### src/rtl/rcsm_pkg.sv
`default_nettype none
package rcsm_pkg;

  localparam int SLOT_COUNT_DEF    = 16;
  localparam int OBJECT_COUNT_DEF  = 64;
  localparam int PENDING_DEPTH_DEF = 32;
  localparam int MAX_RESULTS       = 32;

  localparam int ID_W  = 6;
  localparam int CNT_W = 5;

  localparam logic [CNT_W-1:0] COUNT_MAX = 5'd31;

  localparam logic [1:0] OP_REASSIGN    = 2'd0;
  localparam logic [1:0] OP_COLLECT     = 2'd1;
  localparam logic [1:0] OP_RELEASE_ALL = 2'd2;

  typedef struct packed {
    logic [1:0]      operation;
    logic [3:0]      slot_index;
    logic [ID_W-1:0] object_id;
    logic            object_present;
  } in_item_t;

  typedef struct packed {
    logic            freed_valid;
    logic [ID_W-1:0] freed_object;
    logic            last_of_run;
    logic            overflow_seen;
  } out_item_t;

endpackage
`default_nettype wire

### src/rtl/reference_count_slot_manager_unit.sv
// Reassign: a read-modify-write of the old count, then, unless the slot becomes empty, of the
// new count, on the one count memory port. Collect: a start step, then a read and an output
// step per pending entry; each result strobes on out_valid for one cycle, the cycle after it
// is formed, and the receiver cannot stall it. Release-all: a slot read, an old-count read
// and a decrement per slot, then a collect. Reset (synchronous, rst_n low) clears control
// state; a clearing pass then zeroes every count, busy high.
`default_nettype none
module reference_count_slot_manager_unit #(
  parameter int SLOT_COUNT    = rcsm_pkg::SLOT_COUNT_DEF,
  parameter int OBJECT_COUNT  = rcsm_pkg::OBJECT_COUNT_DEF,
  parameter int PENDING_DEPTH = rcsm_pkg::PENDING_DEPTH_DEF
) (
  input  wire logic                clk,
  input  wire logic                rst_n,
  input  wire logic                start,
  output logic                     busy,
  input  wire rcsm_pkg::in_item_t  in_item,
  output logic                     out_valid,
  output rcsm_pkg::out_item_t      out_item
);

  import rcsm_pkg::*;

  // Capacity of the pending list: no collect may carry more than MAX_RESULTS.
  localparam int PEND_CAP = (PENDING_DEPTH < MAX_RESULTS) ? PENDING_DEPTH : MAX_RESULTS;
  localparam int SLOT_AW  = (SLOT_COUNT > 1) ? $clog2(SLOT_COUNT) : 1;
  localparam int OBJ_AW   = $clog2(OBJECT_COUNT);
  localparam int PEND_AW  = (PEND_CAP > 1) ? $clog2(PEND_CAP) : 1;
  localparam int PC_W     = $clog2(PEND_CAP + 1);

  // Sequencer codes.
  localparam logic [3:0] S_CLR       = 4'd0;
  localparam logic [3:0] S_IDLE      = 4'd1;
  localparam logic [3:0] S_RD_SLOT   = 4'd2;
  localparam logic [3:0] S_RD_OLD    = 4'd3;
  localparam logic [3:0] S_DEC       = 4'd4;
  localparam logic [3:0] S_RD_NEW    = 4'd5;
  localparam logic [3:0] S_INC       = 4'd6;
  localparam logic [3:0] S_COL_START = 4'd7;
  localparam logic [3:0] S_COL_RD    = 4'd8;
  localparam logic [3:0] S_COL_OUT   = 4'd9;

  // Control registers.
  logic [3:0]            state_r, state_nxt;
  logic [OBJ_AW-1:0]     clr_idx_r, clr_idx_nxt;
  logic [SLOT_COUNT-1:0] slot_occ_r, slot_occ_nxt;
  logic [PC_W-1:0]       pend_cnt_r, pend_cnt_nxt;
  logic                  ovf_r, ovf_nxt;
  logic                  out_valid_r, out_valid_nxt;

  // Payload registers of the transaction in flight.
  logic [SLOT_AW-1:0]    slot_cur_r, slot_cur_nxt;
  logic [ID_W-1:0]       obj_r, obj_nxt;
  logic                  present_r, present_nxt;
  logic                  release_r, release_nxt;
  logic [ID_W-1:0]       old_obj_r, old_obj_nxt;
  logic                  old_ok_r, old_ok_nxt;
  logic [PEND_AW-1:0]    col_idx_r, col_idx_nxt;
  out_item_t             out_item_r, out_item_nxt;

  // Memory ports.
  logic                  slot_we;
  logic [SLOT_AW-1:0]    slot_raddr;
  logic [ID_W-1:0]       slot_rdata;
  logic                  cnt_we;
  logic [OBJ_AW-1:0]     cnt_waddr, cnt_raddr;
  logic [CNT_W-1:0]      cnt_wdata, cnt_rdata;
  logic                  pend_we;
  logic [ID_W-1:0]       pend_rdata;

  logic                  accept;
  logic                  slot_last;
  logic                  col_last;
  logic                  in_slot_ok;
  logic                  in_obj_ok;

  assign busy      = (state_r != S_IDLE);
  assign accept    = start && !busy;
  assign out_valid = out_valid_r;
  assign out_item  = out_item_r;

  assign slot_last  = (slot_cur_r == SLOT_AW'(SLOT_COUNT - 1));
  assign col_last   = ((PC_W'(col_idx_r) + PC_W'(1)) == pend_cnt_r);
  assign in_slot_ok = (32'(in_item.slot_index) < 32'(SLOT_COUNT));
  assign in_obj_ok  = !in_item.object_present || (32'(in_item.object_id) < 32'(OBJECT_COUNT));

  // Slot read address: the incoming slot at accept, the walking slot otherwise.
  assign slot_raddr = (state_r == S_IDLE) ? SLOT_AW'(in_item.slot_index) : slot_cur_r;

  rcsm_ram #(.WIDTH(ID_W), .DEPTH(SLOT_COUNT)) u_slot_ram (
    .clk   (clk),
    .we    (slot_we),
    .waddr (slot_cur_r),
    .wdata (present_r ? obj_r : '0),
    .raddr (slot_raddr),
    .rdata (slot_rdata)
  );

  rcsm_ram #(.WIDTH(CNT_W), .DEPTH(OBJECT_COUNT)) u_count_ram (
    .clk   (clk),
    .we    (cnt_we),
    .waddr (cnt_waddr),
    .wdata (cnt_wdata),
    .raddr (cnt_raddr),
    .rdata (cnt_rdata)
  );

  rcsm_ram #(.WIDTH(ID_W), .DEPTH(PEND_CAP)) u_pend_ram (
    .clk   (clk),
    .we    (pend_we),
    .waddr (PEND_AW'(pend_cnt_r)),
    .wdata (old_obj_r),
    .raddr (col_idx_r),
    .rdata (pend_rdata)
  );

  always_comb begin
    state_nxt     = state_r;
    clr_idx_nxt   = clr_idx_r;
    slot_occ_nxt  = slot_occ_r;
    pend_cnt_nxt  = pend_cnt_r;
    ovf_nxt       = ovf_r;
    out_valid_nxt = 1'b0;
    slot_cur_nxt  = slot_cur_r;
    obj_nxt       = obj_r;
    present_nxt   = present_r;
    release_nxt   = release_r;
    old_obj_nxt   = old_obj_r;
    old_ok_nxt    = old_ok_r;
    col_idx_nxt   = col_idx_r;
    out_item_nxt  = out_item_r;
    slot_we       = 1'b0;
    cnt_we        = 1'b0;
    cnt_waddr     = OBJ_AW'(obj_r);
    cnt_wdata     = cnt_rdata;
    cnt_raddr     = OBJ_AW'(obj_r);
    pend_we       = 1'b0;

    case (state_r)
      S_CLR: begin
        // Zero one count per cycle after reset.
        cnt_we      = 1'b1;
        cnt_waddr   = clr_idx_r;
        cnt_wdata   = '0;
        clr_idx_nxt = clr_idx_r + OBJ_AW'(1);
        if (clr_idx_r == OBJ_AW'(OBJECT_COUNT - 1)) begin
          state_nxt = S_IDLE;
        end
      end

      S_IDLE: begin
        if (accept) begin
          case (in_item.operation)
            OP_REASSIGN: begin
              // Drop a transaction that names a slot or object out of range.
              if (in_slot_ok && in_obj_ok) begin
                slot_cur_nxt = SLOT_AW'(in_item.slot_index);
                obj_nxt      = in_item.object_id;
                present_nxt  = in_item.object_present;
                release_nxt  = 1'b0;
                state_nxt    = S_RD_OLD;
              end
            end
            OP_COLLECT: begin
              state_nxt = S_COL_START;
            end
            OP_RELEASE_ALL: begin
              slot_cur_nxt = '0;
              obj_nxt      = '0;
              present_nxt  = 1'b0;
              release_nxt  = 1'b1;
              state_nxt    = S_RD_SLOT;
            end
            default: begin
              state_nxt = S_IDLE;
            end
          endcase
        end
      end

      S_RD_SLOT: begin
        // Slot memory read issued on slot_cur_r.
        state_nxt = S_RD_OLD;
      end

      S_RD_OLD: begin
        // Fetch the old object's count and overwrite the slot.
        old_obj_nxt = slot_rdata;
        old_ok_nxt  = slot_occ_r[slot_cur_r] && (32'(slot_rdata) < 32'(OBJECT_COUNT));
        cnt_raddr   = OBJ_AW'(slot_rdata);
        slot_we     = 1'b1;
        slot_occ_nxt[slot_cur_r] = present_r;
        state_nxt   = S_DEC;
      end

      S_DEC: begin
        cnt_waddr = OBJ_AW'(old_obj_r);
        cnt_wdata = cnt_rdata - CNT_W'(1);
        if (old_ok_r && (cnt_rdata != '0)) begin
          cnt_we = 1'b1;
          if (cnt_rdata == CNT_W'(1)) begin
            // Count reached zero: append to the pending list or flag overflow.
            if (pend_cnt_r < PC_W'(PEND_CAP)) begin
              pend_we      = 1'b1;
              pend_cnt_nxt = pend_cnt_r + PC_W'(1);
            end else begin
              ovf_nxt = 1'b1;
            end
          end
        end
        if (present_r) begin
          state_nxt = S_RD_NEW;
        end else if (release_r) begin
          if (slot_last) begin
            state_nxt = S_COL_START;
          end else begin
            slot_cur_nxt = slot_cur_r + SLOT_AW'(1);
            state_nxt    = S_RD_SLOT;
          end
        end else begin
          state_nxt = S_IDLE;
        end
      end

      S_RD_NEW: begin
        // Count read issued on obj_r; sees the decrement just written.
        state_nxt = S_INC;
      end

      S_INC: begin
        cnt_wdata = cnt_rdata + CNT_W'(1);
        cnt_we    = (cnt_rdata < COUNT_MAX);
        state_nxt = S_IDLE;
      end

      S_COL_START: begin
        col_idx_nxt = '0;
        if (pend_cnt_r == '0) begin
          out_valid_nxt              = 1'b1;
          out_item_nxt.freed_valid   = 1'b0;
          out_item_nxt.freed_object  = '0;
          out_item_nxt.last_of_run   = 1'b1;
          out_item_nxt.overflow_seen = ovf_r;
          ovf_nxt   = 1'b0;
          state_nxt = S_IDLE;
        end else begin
          state_nxt = S_COL_RD;
        end
      end

      S_COL_RD: begin
        state_nxt = S_COL_OUT;
      end

      S_COL_OUT: begin
        out_valid_nxt              = 1'b1;
        out_item_nxt.freed_valid   = 1'b1;
        out_item_nxt.freed_object  = pend_rdata;
        out_item_nxt.last_of_run   = col_last;
        out_item_nxt.overflow_seen = ovf_r;
        if (col_last) begin
          pend_cnt_nxt = '0;
          ovf_nxt      = 1'b0;
          state_nxt    = S_IDLE;
        end else begin
          col_idx_nxt = col_idx_r + PEND_AW'(1);
          state_nxt   = S_COL_RD;
        end
      end

      default: begin
        state_nxt = S_IDLE;
      end
    endcase
  end

  always_ff @(posedge clk) begin
    if (!rst_n) begin
      state_r     <= S_CLR;
      clr_idx_r   <= '0;
      slot_occ_r  <= '0;
      pend_cnt_r  <= '0;
      ovf_r       <= 1'b0;
      out_valid_r <= 1'b0;
    end else begin
      state_r     <= state_nxt;
      clr_idx_r   <= clr_idx_nxt;
      slot_occ_r  <= slot_occ_nxt;
      pend_cnt_r  <= pend_cnt_nxt;
      ovf_r       <= ovf_nxt;
      out_valid_r <= out_valid_nxt;
    end
  end

  always_ff @(posedge clk) begin
    slot_cur_r <= slot_cur_nxt;
    obj_r      <= obj_nxt;
    present_r  <= present_nxt;
    release_r  <= release_nxt;
    old_obj_r  <= old_obj_nxt;
    old_ok_r   <= old_ok_nxt;
    col_idx_r  <= col_idx_nxt;
    out_item_r <= out_item_nxt;
  end

  // A result only follows a collect step of the sequencer.
  a_out_from_collect: assert property (@(posedge clk) disable iff (!rst_n)
    out_valid |-> $past(state_r == S_COL_OUT || state_r == S_COL_START))
    else $error("result strobe outside a collect");

  // An invalid result is always the single, final result of an empty collect.
  a_invalid_is_last: assert property (@(posedge clk) disable iff (!rst_n)
    out_valid && !out_item.freed_valid |-> out_item.last_of_run)
    else $error("invalid result not marked last");

  // The final result of a collect leaves the list and the flag cleared.
  a_last_clears: assert property (@(posedge clk) disable iff (!rst_n)
    out_valid && out_item.last_of_run |-> (pend_cnt_r == '0) && !ovf_r)
    else $error("pending list not emptied by collect");

  // The pending count never passes the list capacity.
  a_pend_bound: assert property (@(posedge clk) disable iff (!rst_n)
    pend_cnt_r <= PC_W'(PEND_CAP))
    else $error("pending count beyond capacity");

endmodule
`default_nettype wire

### src/rtl/rcsm_ram.sv
`default_nettype none
module rcsm_ram #(
  parameter int WIDTH = 8,
  parameter int DEPTH = 16
) (
  input  wire logic                                     clk,
  input  wire logic                                     we,
  input  wire logic [(DEPTH > 1 ? $clog2(DEPTH) : 1)-1:0] waddr,
  input  wire logic [WIDTH-1:0]                         wdata,
  input  wire logic [(DEPTH > 1 ? $clog2(DEPTH) : 1)-1:0] raddr,
  output logic      [WIDTH-1:0]                         rdata
);

  logic [WIDTH-1:0] mem [DEPTH];

  // Write and registered read; a read of the address being written returns old data.
  always_ff @(posedge clk) begin
    if (we) begin
      mem[waddr] <= wdata;
    end
    rdata <= mem[raddr];
  end

endmodule
`default_nettype wire
### config.mk
export PLATFORM = sky130hd
export DESIGN_NAME = reference_count_slot_manager_unit
export DESIGN_NICKNAME = d
export VERILOG_FILES = /design/src/rtl/rcsm_pkg.sv /design/src/rtl/reference_count_slot_manager_unit.sv /design/src/rtl/rcsm_ram.sv
export SDC_FILE = /design/constraint.sdc
export NUM_CORES = 1
export LEC_CHECK = 0
export BUFFER_PORTS_ARGS = -buffer_cell sky130_fd_sc_hd__buf_4
export CAP_MARGIN = 5
export CORE_AREA = 3 3 177 265
export CTS_CLUSTER_SIZE = 30
export DETAILED_ROUTE_END_ITERATION = 7
export DIE_AREA = 0 0 180 268
export GPL_ROUTABILITY_DRIVEN = 0
export HOLD_SLACK_MARGIN = 0.1
export PLACE_DENSITY = 0.87
export SLEW_MARGIN = 25
export SYNTH_ARGS = -nofsm -noshare
export SYNTH_HDL_FRONTEND = slang
export SYNTH_HIERARCHICAL = 1
export SYNTH_SLANG_ARGS = --single-unit
### constraint.sdc
create_clock -name clk -period 6.1 [get_ports clk]
set_input_delay 0.915 -clock clk [delete_from_list [all_inputs] [get_ports clk]]
set_output_delay 0.915 -clock clk [all_outputs]
set_load 0.05 [all_outputs]
==> results by group <==
Global routing
  – First-pass GRT wire length: 93,500 µm
  – Via count of the first global-routing pass: 15,200
  – Overflow left after global routing: 0
  – Largest net degree at the start of global routing: 65
  – Total GRT Usage: 25.7%
  – Number of antenna violations at the first check in global routing: 1

Clock network
  – H-tree depth reported by CTS: 2
  – Clock tree buffer depth: 3
  – CTS buffer count: 59
  – Number of gates resized after cts: 0
  – Latest clock arrival within the worst-skew pair: 0.63 ns
  – Buffers inserted during post-CTS setup optimization: 0
  – Clock Tree Root: clkbuf_16
  – CTS Sinks: 692
  – Hold buffers post-CTS: 0
  – CTS tree: built
  – Clock slew at the register clock pins of the worst setup and hold paths: 0.07 ns

Yosys
  – Simple-gate area share of the yosys netlist: 6.36%
  – Sequential share of the synthesized area: 72.2%
  – Count of warnings emitted by yosys: 6
  – Gate Count Post-Synth: about 1,500
  – Share of synthesized area spent on multiplexers: 15.9%
  – Largest family of logic cells by synthesized area: multiplexers
  – Count of flip-flops with a built-in enable after synthesis: 641
  – Synth Flop Type: edfxtp_1
  – Share of flip-flops with an asynchronous set or reset after synthesis: 0%
  – Syn Std Cell Area: between 20,000 and 30,000 µm²
  – Area fraction in compound gates after synthesis: 2.57%
  – Net count after synthesis: 1,527
  – Fraction of the mapped netlist area in adder cells: 0.535%
  – Synthesized flop and latch total: 692
  – Mean post-synth cell area: 18.7 µm²
  – Distinct cell type count of the synthesized netlist: 62
  – Post-synthesis xor/xnor area fraction: 0.624%

Timing
  – Max-slew headroom at the worst pin: between 20 and 25%
  – Measured slew at the worst slew-check pin: ~1.1 ns
  – Smallest setup slack after layout: between 2 and 2.5 ns
  – Setup skew after layout: 0.0338 ns
  – Share of the clock period used by the worst path after layout: 66.9%
  – Highest attainable clock frequency: roughly 240 MHz
  – Setup repair after global routing missed its margin: false
  – Minimum clock period: 4.08 ns
  – Total setup violations reported at the end of the flow: 0
  – Pins over their slew limit: 0
  – Worst-case hold slack: 0.450 ns
  – Fin Setup TNS: 0 ns
  – Hold Vio Cnt, Final: 0

Final layout
  – Layout cells sized above 1: 20.4%
  – Layout-stage area growth over the synthesis result: 9.55%
  – Commonest non-fill, non-tap cell in the layout: edfxtp_1
  – Count of inserted antenna diode cells: 0
  – Final Instance Area: 30,800 µm²
  – Commonest cells after routing, fill and taps aside: edfxtp_1 (641), mux4_2 (143), nor2_1 (136), clkbuf_16 (59), dfxtp_1 (51)
  – Number of standard cells in the final layout excluding fillers: between 2,000 and 2,500
  – Nets: roughly 1,600

Routing
  – Sum of met3 wire segment lengths after detailed routing: 4660 µm
  – M1 WL: about 20,000 µm
  – Final antenna-violating net count: 0
  – Routed length per placed instance: 28.3 µm
  – Per-cell via count in the routed design: 6.79
  – Routed wire length: around 61,000 µm
  – Starting DRT DRC Count: roughly 2,000
  – Uppermost routed layer: met4
  – Met2 wire len: 33,400 µm
  – Initial DRT Pass Iterations: 6
  – Total via count in the routed design: about 15,000
  – DRC violation count after routing: 0

Floorplan
  – Boundary Pins: 27
  – Initial core utilization: 62.7%
  – Chip Width: 180 µm
  – Placeable Area: 44,800 µm²
  – Die outline height: 268 µm
  – Area of the die: 48,200 µm²
  – Count of standard-cell rows: 95

Place
  – Placed wire-length estimate: slightly below 40,000 µm
  – Post-detailed-placement cell area: approximately 29,000 µm²
  – Worst-case setup slack after placement: 2.08 ns
  – Post-Place Cells: 2,045
  – Port Buf Inserts: 26

Critical path
  – Critical setup path kind: flop to flop
  – CP Launch Type: flop
  – Depth of the worst register-to-register path: 6
  – Critical path data arrival time: 4.35 ns
  – Data required time at the worst endpoint: 6.36 ns
  – Critical Path Sink Type: flop
  – Critical path peak fanout: 20

Hold path
  – Count of cells along the worst hold path: 0
  – Min-Delay Path Class: flop to flop

Power
  – Power per Cell Area: slightly below 300 nW/µm²
  – Static Leak: 0.00950 µW
  – Worst VDD drop: roughly 0.27 mV

Outcome
  – Status: finished clean

Job
  – Total of max-cap violations: 0
==> logic make-up after synthesis <==
kind of cell,after synthesis
XOR/XNOR,20
buffers and inverters,89
AND/OR/NAND/NOR,354
adder cells (fa/ha/maj),12
AO/OA/AOI/OAI,109
multiplexers,223
flip-flops,692
==> routing by layer <==
layer | up-vias | global-route usage [%]
li1 | 6102 | -
met1 | 7438 | 29.7
met2 | 902 | 47.4
met3 | 228 | 3.86
met4 | 0 | 11.9
met5 | - | 0
==> metrics by stage <==
stage	power (µW)	util [%]
floorplan	5260	-
global placement	5290	64.1
detailed placement	5290	64.2
CTS	8920	68.4
global route	9110	68.7
finish	8880	68.7
==> cell type report <==
type | instances | area, µm²
fill | 2572 | 14000
multi-input combinational | 718 | 7400
sequential | 692 | 20300
tap | 582 | 728
clock buffer | 83 | 1620
inverter | 12 | 45.0
timing repair buffer | 46 | 428
clock inverter | 29 | 283
==> power by group <==
part | switching (µW) | internal (µW)
clock network | 1650 | 2030
registers | 5.19 | 5120
logic | 46.4 | 22.6
==> path summary, 6_finish.rpt <==
path	from	end	slack [ns]
min	u_slot_ram/rdata[4]	old_obj_r[4]	0.45
max reg2reg	state_r[2]	u_count_ram/mem[5][1]	2.02
min reg2reg	u_slot_ram/rdata[4]	old_obj_r[4]	0.45
max	state_r[2]	u_count_ram/mem[5][1]	2.02
==> synth_stat cells (7+ instances only) <==
cell | n | area (µm²)
and2_1 | 20 | 125
buf_2 | 8 | 40.0
or3_1 | 8 | 50.1
edfxtp_1 | 641 | 19200
a22oi_1 | 18 | 135
o22ai_1 | 16 | 100
nor2_1 | 137 | 514
buf_6 | 14 | 158
nand2_1 | 41 | 154
mux4_2 | 143 | 3220
mux2_2 | 26 | 293
dfxtp_1 | 51 | 1020
mux2i_1 | 28 | 280
nand4_1 | 9 | 56.3
nor3_1 | 13 | 65.1
o21ai_0 | 18 | 90.1
inv_1 | 12 | 45.0
nand3_1 | 35 | 175
nand2b_1 | 13 | 81.3
xnor2_1 | 11 | 96.3
nand3b_1 | 10 | 75.1
clkbuf_1 | 39 | 146
a31oi_1 | 10 | 62.6
o221ai_1 | 7 | 61.3
ha_1 | 12 | 150
xor2_1 | 9 | 78.8
nor2b_1 | 39 | 244
a21oi_1 | 17 | 85.1
mux4_1 | 26 | 683
==> state kept, by name, indices dropped and copies added, names as in the netlist <==
signal             cells
clr_idx_r              6
col_idx_r              5
obj_r                  6
old_obj_r              6
old_ok_r               1
out_item               9
out_valid              1
ovf_r                  1
pend_cnt_r             6
present_r              1
release_r              1
slot_cur_r             4
slot_occ_r            16
state_r                4
u_count_ram/mem      320
u_count_ram/rdata      5
u_pend_ram/mem       192
u_pend_ram/rdata       6
u_slot_ram/mem        96
u_slot_ram/rdata       6
==> critical path, stage by stage (launching register included) <==
cell      delay [ns]
dfxtp_1         0.81
nand2b_1        0.17
nor3_1          0.83
a221o_1         0.53
nor2b_1         0.22
nand3_1         0.49
nor2_1          0.67
Note: power is estimated with default switching activity, not from simulation.
